`src/irpd_pkg.sv`:
```
`default_nettype none

package irpd_pkg;

    // Frame geometry
    localparam int DATA_BITS         = 11;
    localparam int INTERVAL_CAPACITY = 50;
    localparam int IDX_W             = $clog2(INTERVAL_CAPACITY + 1);
    localparam int BITS_W            = $clog2(DATA_BITS + 1);
    localparam int IV_W              = 16;

    // Fixed timing and acceptance limits
    localparam logic [IV_W-1:0]   MARK_MIN  = 16'd400;
    localparam logic [IV_W-1:0]   MARK_MAX  = 16'd12500;
    localparam logic [IDX_W-1:0]  COUNT_MIN = IDX_W'(23);
    localparam logic [IDX_W-1:0]  COUNT_MAX = IDX_W'(25);
    localparam logic [BITS_W-1:0] MIN_BITS  = BITS_W'(8);

    // Operation codes
    localparam logic OP_INTERVAL = 1'b0;
    localparam logic OP_END      = 1'b1;

    // Configuration register indexes
    localparam int CFG_NUM = 8;
    localparam int CFG_IDX_W = 3;
    localparam logic [CFG_IDX_W-1:0] CFG_LEAD_MARK_MIN  = 3'd0;
    localparam logic [CFG_IDX_W-1:0] CFG_LEAD_MARK_MAX  = 3'd1;
    localparam logic [CFG_IDX_W-1:0] CFG_LEAD_SPACE_MIN = 3'd2;
    localparam logic [CFG_IDX_W-1:0] CFG_LEAD_SPACE_MAX = 3'd3;
    localparam logic [CFG_IDX_W-1:0] CFG_ZERO_SPACE_MIN = 3'd4;
    localparam logic [CFG_IDX_W-1:0] CFG_ZERO_SPACE_MAX = 3'd5;
    localparam logic [CFG_IDX_W-1:0] CFG_ONE_SPACE_MIN  = 3'd6;
    localparam logic [CFG_IDX_W-1:0] CFG_ONE_SPACE_MAX  = 3'd7;

    // Window set handed from the register file to the decoder
    typedef struct packed {
        logic [IV_W-1:0] lead_mark_min;
        logic [IV_W-1:0] lead_mark_max;
        logic [IV_W-1:0] lead_space_min;
        logic [IV_W-1:0] lead_space_max;
        logic [IV_W-1:0] zero_space_min;
        logic [IV_W-1:0] zero_space_max;
        logic [IV_W-1:0] one_space_min;
        logic [IV_W-1:0] one_space_max;
    } t_cfg;

    // Frame verdict from the decoder
    typedef struct packed {
        logic                 frame_ok;
        logic [DATA_BITS-1:0] frame_code;
        logic [3:0]           dev_addr;
        logic [6:0]           command;
        logic [3:0]           bit_total;
    } t_result;

    function automatic logic in_window(input logic [IV_W-1:0] v,
                                       input logic [IV_W-1:0] lo,
                                       input logic [IV_W-1:0] hi);
        return (v >= lo) && (v <= hi);
    endfunction

endpackage

`default_nettype wire

```
`src/irpd_cfg_regs.sv`:
```
`default_nettype none

module irpd_cfg_regs
    import irpd_pkg::*;
(
    input  wire logic                 i_clk,
    input  wire logic                 i_rst_n,
    input  wire logic                 i_cfg_wr_en,
    input  wire logic [CFG_IDX_W-1:0] i_cfg_index,
    input  wire logic [IV_W-1:0]      i_cfg_data,
    output t_cfg                      o_cfg
);

    t_cfg r_cfg;

    // Window registers, written one at a time
    always_ff @(posedge i_clk) begin
        if (!i_rst_n) begin
            r_cfg.lead_mark_min  <= 16'd10000;
            r_cfg.lead_mark_max  <= 16'd11100;
            r_cfg.lead_space_min <= 16'd1600;
            r_cfg.lead_space_max <= 16'd1800;
            r_cfg.zero_space_min <= 16'd450;
            r_cfg.zero_space_max <= 16'd650;
            r_cfg.one_space_min  <= 16'd1600;
            r_cfg.one_space_max  <= 16'd1750;
        end else if (i_cfg_wr_en) begin
            unique case (i_cfg_index)
                CFG_LEAD_MARK_MIN:  r_cfg.lead_mark_min  <= i_cfg_data;
                CFG_LEAD_MARK_MAX:  r_cfg.lead_mark_max  <= i_cfg_data;
                CFG_LEAD_SPACE_MIN: r_cfg.lead_space_min <= i_cfg_data;
                CFG_LEAD_SPACE_MAX: r_cfg.lead_space_max <= i_cfg_data;
                CFG_ZERO_SPACE_MIN: r_cfg.zero_space_min <= i_cfg_data;
                CFG_ZERO_SPACE_MAX: r_cfg.zero_space_max <= i_cfg_data;
                CFG_ONE_SPACE_MIN:  r_cfg.one_space_min  <= i_cfg_data;
                CFG_ONE_SPACE_MAX:  r_cfg.one_space_max  <= i_cfg_data;
                default: ;
            endcase
        end
    end

    assign o_cfg = r_cfg;

endmodule

`default_nettype wire

```
`src/irpd_frame_core.sv`:
```
`default_nettype none

module irpd_frame_core
    import irpd_pkg::*;
(
    input  wire logic            i_clk,
    input  wire logic            i_rst_n,
    input  wire logic            i_fire,
    input  wire logic            i_op,
    input  wire logic [IV_W-1:0] i_interval_us,
    input  t_cfg                 i_cfg,
    output t_result              o_result
);

    logic [IDX_W-1:0]     r_idx,       n_idx;
    logic                 r_lead_ok,   n_lead_ok;
    logic [IV_W-1:0]      r_held_mark, n_held_mark;
    logic [DATA_BITS-1:0] r_shift,     n_shift;
    logic [BITS_W-1:0]    r_bits,      n_bits;

    logic w_full;
    logic w_pair_ok;
    logic w_is_zero;
    logic w_is_one;
    logic w_ok;

    assign w_full    = (r_idx >= IDX_W'(INTERVAL_CAPACITY));
    assign w_pair_ok = (r_bits < BITS_W'(DATA_BITS)) &&
                       in_window(r_held_mark, MARK_MIN, MARK_MAX);
    assign w_is_zero = in_window(i_interval_us, i_cfg.zero_space_min, i_cfg.zero_space_max);
    assign w_is_one  = in_window(i_interval_us, i_cfg.one_space_min, i_cfg.one_space_max);

    // Next state for one interval beat or a frame end
    always_comb begin
        n_idx       = r_idx;
        n_lead_ok   = r_lead_ok;
        n_held_mark = r_held_mark;
        n_shift     = r_shift;
        n_bits      = r_bits;
        if (i_op == OP_END) begin
            n_idx       = '0;
            n_lead_ok   = 1'b1;
            n_held_mark = '0;
            n_shift     = '0;
            n_bits      = '0;
        end else if (!w_full) begin
            if (r_idx == IDX_W'(0)) begin
                if (!in_window(i_interval_us, i_cfg.lead_mark_min, i_cfg.lead_mark_max))
                    n_lead_ok = 1'b0;
            end else if (r_idx == IDX_W'(1)) begin
                if (!in_window(i_interval_us, i_cfg.lead_space_min, i_cfg.lead_space_max))
                    n_lead_ok = 1'b0;
            end else if (!r_idx[0]) begin
                // even index: mark, hold it for its space
                n_held_mark = i_interval_us;
            end else if (w_pair_ok) begin
                // odd index: space decides the bit
                if (w_is_zero) begin
                    n_shift = {r_shift[DATA_BITS-2:0], 1'b0};
                    n_bits  = r_bits + BITS_W'(1);
                end else if (w_is_one) begin
                    n_shift = {r_shift[DATA_BITS-2:0], 1'b1};
                    n_bits  = r_bits + BITS_W'(1);
                end
            end
            n_idx = r_idx + IDX_W'(1);
        end
    end

    always_ff @(posedge i_clk) begin
        if (!i_rst_n) begin
            r_idx       <= '0;
            r_lead_ok   <= 1'b1;
            r_held_mark <= '0;
            r_shift     <= '0;
            r_bits      <= '0;
        end else if (i_fire) begin
            r_idx       <= n_idx;
            r_lead_ok   <= n_lead_ok;
            r_held_mark <= n_held_mark;
            r_shift     <= n_shift;
            r_bits      <= n_bits;
        end
    end

    // Frame verdict from the current state
    assign w_ok = (r_idx >= COUNT_MIN) && (r_idx <= COUNT_MAX) &&
                  r_lead_ok && (r_bits >= MIN_BITS);

    always_comb begin
        o_result = '0;
        if (w_ok) begin
            o_result.frame_ok   = 1'b1;
            o_result.frame_code = r_shift;
            o_result.dev_addr   = r_shift[DATA_BITS-1 -: 4];
            o_result.command    = r_shift[6:0];
            o_result.bit_total  = 4'(r_bits);
        end
    end

    // Checks
    a_bits_cap: assert property (@(posedge i_clk) disable iff (!i_rst_n)
        r_bits <= BITS_W'(DATA_BITS))
        else $error("bit count beyond capacity");

    a_idx_cap: assert property (@(posedge i_clk) disable iff (!i_rst_n)
        r_idx <= IDX_W'(INTERVAL_CAPACITY))
        else $error("interval index beyond capacity");

    a_end_clears: assert property (@(posedge i_clk) disable iff (!i_rst_n)
        (i_fire && i_op == OP_END) |=> (r_idx == '0 && r_bits == '0 && r_lead_ok))
        else $error("state not cleared after frame end");

    a_ok_bits: assert property (@(posedge i_clk) disable iff (!i_rst_n)
        o_result.frame_ok |-> (r_bits >= MIN_BITS && r_idx >= COUNT_MIN))
        else $error("frame accepted without enough bits or intervals");

endmodule

`default_nettype wire

```
`src/ir_pulse_distance_frame_decoder.sv`:
```
`default_nettype none

// IR pulse-distance frame decoder. Each input beat carries one measured
// edge-to-edge interval in microseconds (operation 0) or a frame-end marker
// (operation 1); only a frame-end beat produces a result beat, carrying the
// verdict, the decoded code, its device and command fields and the bit count.
// One beat is taken every clock cycle while input is not held back: a beat
// is registered at the input, then decoded by window compares and a shift
// and, for a frame end, passes on from there into the output register.
// Input is held back only while a frame-end beat waits for a full output
// register. The user writes timing windows through the configuration port
// only while no frame is in flight; the block does not enforce this.
module ir_pulse_distance_frame_decoder
    import irpd_pkg::*;
(
    input  wire logic                 i_clk,
    input  wire logic                 i_rst_n,
    input  wire logic                 i_cfg_wr_en,
    input  wire logic [CFG_IDX_W-1:0] i_cfg_index,
    input  wire logic [IV_W-1:0]      i_cfg_data,
    input  wire logic                 i_in_valid,
    output logic                      o_in_ready,
    input  wire logic                 i_operation,
    input  wire logic [IV_W-1:0]      i_interval_us,
    output logic                      o_out_valid,
    input  wire logic                 i_out_ready,
    output logic                      o_frame_ok,
    output logic [DATA_BITS-1:0]      o_frame_code,
    output logic [3:0]                o_dev_addr,
    output logic [6:0]                o_command,
    output logic [3:0]                o_bit_total
);

    t_cfg    w_cfg;
    t_result w_result;
    t_result r_out;

    logic            r_in_valid;
    logic            r_in_op;
    logic [IV_W-1:0] r_in_iv;
    logic            r_out_valid;
    logic            w_adv;

    irpd_cfg_regs u_cfg (
        .i_clk       (i_clk),
        .i_rst_n     (i_rst_n),
        .i_cfg_wr_en (i_cfg_wr_en),
        .i_cfg_index (i_cfg_index),
        .i_cfg_data  (i_cfg_data),
        .o_cfg       (w_cfg)
    );

    irpd_frame_core u_core (
        .i_clk         (i_clk),
        .i_rst_n       (i_rst_n),
        .i_fire        (w_adv),
        .i_op          (r_in_op),
        .i_interval_us (r_in_iv),
        .i_cfg         (w_cfg),
        .o_result      (w_result)
    );

    // Intervals always advance; a frame end needs room at the output
    assign w_adv      = r_in_valid && (r_in_op == OP_INTERVAL || !r_out_valid || i_out_ready);
    assign o_in_ready = !r_in_valid || w_adv;

    // Input register
    always_ff @(posedge i_clk) begin
        if (!i_rst_n) begin
            r_in_valid <= 1'b0;
        end else if (i_in_valid && o_in_ready) begin
            r_in_valid <= 1'b1;
        end else if (w_adv) begin
            r_in_valid <= 1'b0;
        end
    end

    always_ff @(posedge i_clk) begin
        if (i_in_valid && o_in_ready) begin
            r_in_op <= i_operation;
            r_in_iv <= i_interval_us;
        end
    end

    // Result register
    always_ff @(posedge i_clk) begin
        if (!i_rst_n) begin
            r_out_valid <= 1'b0;
        end else if (w_adv && r_in_op == OP_END) begin
            r_out_valid <= 1'b1;
        end else if (i_out_ready) begin
            r_out_valid <= 1'b0;
        end
    end

    always_ff @(posedge i_clk) begin
        if (w_adv && r_in_op == OP_END) begin
            r_out <= w_result;
        end
    end

    assign o_out_valid  = r_out_valid;
    assign o_frame_ok   = r_out.frame_ok;
    assign o_frame_code = r_out.frame_code;
    assign o_dev_addr   = r_out.dev_addr;
    assign o_command    = r_out.command;
    assign o_bit_total  = r_out.bit_total;

    // Checks
    a_stall_only_end: assert property (@(posedge i_clk) disable iff (!i_rst_n)
        (r_in_valid && !w_adv) |-> (r_in_op == OP_END && r_out_valid && !i_out_ready))
        else $error("input stalled without a blocked frame end");

    a_out_loaded: assert property (@(posedge i_clk) disable iff (!i_rst_n)
        (w_adv && r_in_op == OP_END) |=> r_out_valid)
        else $error("frame end beat did not reach the output");

    a_fail_zero: assert property (@(posedge i_clk) disable iff (!i_rst_n)
        (r_out_valid && !r_out.frame_ok) |-> (r_out.frame_code == '0 && r_out.bit_total == '0))
        else $error("failed frame carries nonzero fields");

endmodule

`default_nettype wire
```
`config.mk`:
```
export PLATFORM = sky130hd
export DESIGN_NAME = ir_pulse_distance_frame_decoder
export DESIGN_NICKNAME = d
export VERILOG_FILES = /design/src/irpd_pkg.sv /design/src/irpd_cfg_regs.sv /design/src/irpd_frame_core.sv /design/src/ir_pulse_distance_frame_decoder.sv
export SDC_FILE = /design/constraint.sdc
export NUM_CORES = 1
export LEC_CHECK = 0
export BUFFER_PORTS_ARGS = -buffer_cell sky130_fd_sc_hd__clkbuf_2
export CAP_MARGIN = 30
export CORE_MARGIN = 2
export CORE_UTILIZATION = 50
export DETAILED_ROUTE_END_ITERATION = 8
export GPL_TIMING_DRIVEN = 0
export PLACE_DENSITY = 0.8
export SYNTH_ARGS = -nofsm -noshare
export SYNTH_HDL_FRONTEND = slang
export SYNTH_HIERARCHICAL = 1
export SYNTH_SLANG_ARGS = --single-unit
```
`constraint.sdc`:
```
create_clock -name i_clk -period 6.3 [get_ports i_clk]
set_input_delay 0.315 -clock i_clk [delete_from_list [all_inputs] [get_ports i_clk]]
set_output_delay 0.315 -clock i_clk [all_outputs]
set_load 0.01 [all_outputs]
```
==> results.yml, run 1 <==
status:
  status: "finished, final reports clean"
power:
  ir_drop_mv: 0.163
  switching_share_pct: 24.3
  power.switching_uw: 747
  p_per_area_nw_per_um2: 234
  intPower_uw: 2330
  power_uw: 3080
  p_leak_uw: 0.00617
  seqPwrFrac_pct: 47.2
  p_clk_share_pct: 42.9
  combPwrFrac_pct: 9.8
clock_network:
  htree_levels: 1
  tritoncts: "built"
  cts_sinks: 212
  post_cts_buffers: 0
  path_clk_slew_ns: 0.06
  root_buffer: "clkbuf_16"
  insertion_delay_ns: 0.51
  cts_buffers: 23
  clk_path_buf_depth: 3
drt:
  drt_iter0_drc: 440
  vias: 8850
  drcViolationCount: 0
  final_antenna_net_count: 0
  finalWirelength_um: 27800
  vias_per_cell: 5.53
  drt-pass1-iter-count: 5
  wl_per_cell_um: 17.4
sta:
  hold_viol: 0
  finClkSkew_ns: 0.0129
  setup_tns_ns: 0
  timing.slew.headroom_pct: 27.7
  worst_pin_slew_ns: 1.06
  rsz0062_at_grt: "false"
  hold_slack_ns: 0.0350
  fmax_mhz: 289
  fin_crit_sh_pct: 54.9
  setup_violations: 0
  slew_violations: 0
  min_period_ns: 3.46
final_layout:
  multi_input_area_um2: 6060
  layout.nets: 1477
  finish.instance_area_um2: 13200
  register_area_um2: 4680
  area_growth_pct: 13.8
  drive_gt1_share_pct: 11.2
  nFillCells: 1873
logic_synthesis:
  synth_edf_count: 44
  synth_warnings: 6
  synth_seq_cells: 212
  avgSynthCellArea_um2: 9.72
  synth.area.top_cells: "dfxtp_1 (29%), ha_1 (15%), mux2i_1 (12%), edfxtp_1 (11%), nand2_1 (4.6%)"
  synth.largest_area_cell: "dfxtp_1"
  synth_top_area_share_pct: 29.0
  netlist_instances: 1193
  netlist_area_um2: 11600
  synth_nets: 1369
  ys.flop_type: "dfxtp_1"
  ys_async_sr_fraction_pct: 0
  synth_seq_area_share_pct: 40.4
  ys_types: 62
die:
  ios: 70
  fp.dieW_um: 156
  die_height_um: 156
  rows: 55
  die-area_um2: 24400
  start_util_pct: 51.0
  core_area_um2: 22700
critical_path:
  required_ns: 6.73
  arrival_ns: 3.88
  start_kind: "register"
  critical_path_class: "reg -> reg"
  reg2reg_depth: 8
  crit_path_end_kind: "register"
  cp_max_fo: 10
  crit_chain: "ha_1 -> a21o_1 -> a21o_1 -> a2111oi_0 -> a211oi_2 -> a21oi_4 -> buf_12 -> mux2i_1"
  slowest_delay_ns: 0.93
  critPathSlowestCell: "a2111oi_0"
  crit_top_cell: "a21o_1"
global_routing:
  grt_max_degree: 20
  grt_usage_pct: 22.9
  grt_pass1_vias: 8736
  grt_pass1_wl_um: 44400
  grt-ovfl-total: 0
  antenna_found_initial: 0
placement:
  hpwl_um: 20200
  place.gp.congestion: 0.928
  port_buffers: 65
  place_area_um2: 12300
worst_hold_path:
  hold_class: "in -> reg"
  worst_hold_path.num_cells: 3
run:
  max_cap_viol_count: 0
## path summary, 6_finish.rpt
kind / start / end / slack, ns
setup reg to reg: r_in_iv[13] / u_core/r_shift[6] / 2.84
hold reg to reg: u_cfg/o_cfg[79] / u_cfg/o_cfg[79] / 0.46
hold / removal: i_in_valid / r_in_valid / 0.04
setup / recovery: r_in_iv[13] / u_core/r_shift[6] / 2.84
## placed cells by master (no fill, tap or decap), drive strengths merged, types with 33 or more instances in the layout
cell,count
mux2i,140
nor2b,69
nor2,33
edfxtp,44
clkbuf,122
ha,135
inv,129
dfxtp,168
nand2,141
buf,36
a21oi,55
## metrics by stage
stage / utilization, % / worst slack (ns) / instances
after CTS: 58.0 / 2.91 / 1599
after floorplan: - / 3.74 / 1193
after global routing: 58.0 / 2.73 / 1599
final: 58.1 / 2.84 / 1600
after global placement: 54.0 / 3.16 / 1543
after detailed placement: 54.1 / 2.98 / 1544
## power groups by stage
stage	combinational, µW	sequential [µW]	clock [µW]
after floorplan	201	1470	0
after global placement	274	1480	0
after detailed placement	288	1480	0
after CTS	299	1450	1340
after global routing	334	1460	1400
final	303	1450	1320
## worst max-delay path, delay by kind of cell (launching register included)
family          cells  cell delay [ns]
compound gates      5             1.89
flops               1             0.75
fa+ha+maj           1             0.36
mux                 1             0.19
buf+inv             1             0.18
## cell type report
| type | count | share of cell area, % |
|---|---|---|
| clock buffer | 29 | 4.54 |
| multi-input combinational | 789 | 46.0 |
| inverter | 129 | 3.67 |
| antenna | 1 | 0.0190 |
| clock inverter | 9 | 0.939 |
| sequential | 212 | 35.5 |
| timing repair buffer | 83 | 3.87 |
| tap | 285 | 2.70 |
| buffer | 63 | 2.76 |
## per-layer routing
layer | vias to the layer above | GRT usage (%) | share of wire (%) | routed length [µm]
met2 | 250 | 40.5 | 48 | 13400
met3 | 60 | 3.38 | 5.0 | 1400
met5 | - | 0 | 0 | 0
met1 | 4230 | 28.4 | 44 | 12100
met4 | 0 | 8.30 | 3.2 | 886
li1 | 4310 | - | - | -
## cell usage after synthesis (all sizes together) (2+ instances only)
cell	count
o21ai	20
and2	15
o21a	4
nand4b	5
nor4bb	2
nor3	7
o2bb2ai	2
edfxtp	44
a2111oi	4
nor3b	14
a21o	26
nand2b	7
clkbuf	28
a22oi	7
a21oi	55
nand3b	12
nand2	141
o211ai	5
mux2i	140
nand4	29
nor4	10
or3	2
o31a	3
buf	35
a21boi	5
or2	2
a31oi	2
inv	129
ha	135
a211oi	6
dfxtp	168
nand3	9
nor2b	69
o221ai	2
xor2	3
nor2	33
## registers in the layout (all words and copies together), names as in the netlist, 4 cells and up
register,count
o_frame_code,11
u_cfg/o_cfg,128
o_bit_total,4
o_command,7
o_dev_addr,4
u_core/r_idx,6
u_core/r_held_mark,16
u_core/r_bits,4
u_core/r_shift,11
r_in_iv,16
## timing repair
action / 4_1_cts / 5_1_grt
resized for setup: 0 / 0
endpoints found under the hold margin: 17 / 0
hold buffers: 17 / 0
## cell families after synthesis
group	synth area share [%]
simple gates	16.6
mux	12.1
flops	40.4
fa+ha+maj	14.6
compound gates	8.82
xor+xnor	0.227
buf+inv	7.32
No activity file was read; power rests on OpenSTA's default activity.
==> run 2: changes to the inputs <==
Settings changed: PLACE_DENSITY 0.8 to 0.82.
Clock period 6.3 ns to 3 ns, I/O delays scaled along.
==> run 2 against run 1 <==
- sequential share of layout area shrank 0.72 points
- die area unchanged
- first-iteration DRC count grew 3.2%
- maximum frequency is 16% higher
- sequential power grew 110%
- critical endpoint is now u_core/r_shift[9]
==> results.yml, run 2 (synthesis gave the netlist of run 1 again) <==
worst_hold_path:
  min_from: "i_rst_n"
  hold_class: "in -> reg"
sta:
  setup_violations: 0
  worst_pin_slew_ns: 0.855
  hold_slack_ns: 0.0242
  setup_tns_ns: 0
  slew_violations: 0
  hold_viol: 0
  min_period_ns: 2.97
  timing.slew.headroom_pct: 43.0
  finClkSkew_ns: 0.0110
  fmax_mhz: 337
  fin_crit_sh_pct: 99.1
  rsz0062_at_grt: "false"
clock_network:
  root_buffer: "clkbuf_16"
  htree_levels: 1
  cts_sinks: 212
  clk_path_buf_depth: 3
  path_clk_slew_ns: 0.06
  cts_buffers: 24
  tritoncts: "built"
  insertion_delay_ns: 0.52
final_layout:
  drive_gt1_share_pct: 12.2
  area_growth_pct: 16.1
  final_cells: 1625
  finish.instance_area_um2: 13500
  layout_commonest_cell: "dfxtp_1"
  final_cell_mix: "dfxtp_1 (168), nand2_1 (141), mux2i_1 (140)"
  largest_reg_flops: 128
  multi_input_area_um2: 6070
  nFillCells: 1899
  antennaDiodeCount: 0
  layout.nets: 1499
  register_area_um2: 4680
die:
  die_height_um: 156
  ios: 70
  rows: 55
  start_util_pct: 51.0
  fp.dieW_um: 156
  core_area_um2: 22700
  die-area_um2: 24400
drt:
  finalWirelength_um: 28700
  drcViolationCount: 0
  vias: 9002
  drt_iter0_drc: 454
  wl_per_cell_um: 17.7
  drt-pass1-iter-count: 6
  vias_per_cell: 5.54
  final_antenna_net_count: 0
global_routing:
  grt_pass1_vias: 8944
  grt_usage_pct: 23.6
  groute.layer.met2.usage_pct: 41.7
  grt_max_degree: 23
  grt-busiest-layer: "met2"
  grtUsageMet3_pct: 3.52
  grt-ovfl-total: 0
  antenna_found_initial: 0
  met1_usage_pct: 28.7
  grt_pass1_wl_um: 45500
placement:
  place.gp.congestion: 0.869
  port_buffers: 65
  hpwl_um: 20600
  place_area_um2: 12300
  placed_cells: 1544
critical_path:
  crit_path_end_kind: "register"
  start_kind: "register"
  required_ns: 3.44
  critical_path_class: "reg -> reg"
  cp-startpoint: "r_in_iv[10]"
  r2r-start: "r_in_iv[10]"
  cp_max_fo: 10
  arrival_ns: 3.41
power:
  power.switching_uw: 1620
  p_per_area_nw_per_um2: 494
  seqPwrFrac_pct: 45.8
  combPwrFrac_pct: 10.1
  p_clk_share_pct: 44.1
  ir_drop_mv: 0.432
  p_leak_uw: 0.00631
  switching_share_pct: 24.3
  intPower_uw: 5030
status:
  status: "finished, final reports clean"
run:
  max_cap_viol_count: 0
-- run 2: changes by cell type in the layout (fill, tap and decap cells not counted), moves of 2 or more --
cell	delta
clkbuf_16	+2
dlygate4sd3_1	+13
buf_4	+8
clkbuf_8	+7
bufinv_16	-2
-- run 2: cell type report --
| class | count | share of cell area [%] |
|---|---|---|
| repair buffers | 104 | 5.21 |
| clock inverters | 6 | 0.437 |
| clock buffers | 37 | 5.50 |
| flip-flops and latches | 212 | 34.8 |
| well taps | 285 | 2.65 |
| plain buffers | 63 | 2.71 |
| inverters | 129 | 3.60 |
| multi-input cells | 789 | 45.1 |
-- run 2: metal layers --
layer | routed length, µm | share of wire [%]
met3 | 1580 | 5.5
met4 | 1160 | 4.0
met1 | 12200 | 43
met2 | 13700 | 48
met5 | 0 | 0
-- run 2: per-stage QoR --
stage	utilization, %	setup slack (ns)	power, µW
after floorplan	-	0.438	3500
after global placement	54.0	-0.203	3690
after detailed placement	54.1	-0.338	3720
after CTS	59.0	0.0231	6660
after global routing	59.3	0.0131	6880
final	59.3	0.0283	6650
-- run 2: power by group through the flow --
stage	combinational, µW	sequential [µW]	clock, µW
2_1_floorplan	422	3080	0
3_3_place_gp	576	3110	0
3_5_place_dp	605	3120	0
4_1_cts	650	3050	2960
5_1_grt	744	3050	3080
6_report	674	3050	2930
-- run 2: path summary, 6_finish.rpt --
| path | slack (ns) | endpoint | depth (start not counted) |
|---|---|---|---|
| setup / recovery | 0.03 | u_core/r_shift[9] | 9 |
| hold reg to reg | 0.45 | u_cfg/o_cfg[108] | 2 |
| hold / removal | 0.02 | o_out_valid | 2 |
| setup reg to reg | 0.03 | u_core/r_shift[9] | 9 |
-- run 2: repair_timing --
| item | 4_1_cts | 5_1_grt |
|---|---|---|
| hold buffers | 30 | 0 |
| setup endpoints to repair | 14 | 10 |
| buffers inserted | 1 | 7 |
| gates resized for setup | 1 | 1 |
| endpoints found under the hold margin | 37 | 0 |
-- run 2: critical path: stages (launching register included) --
cell	delay, ns
edfxtp_1	0.63
ha_1	0.41
nand2_1	0.05
o21ai_0	0.40
a221oi_1	0.19
nor2_1	0.34
nor2_1	0.17
a21oi_4	0.31
buf_12	0.19
mux2i_1	0.19
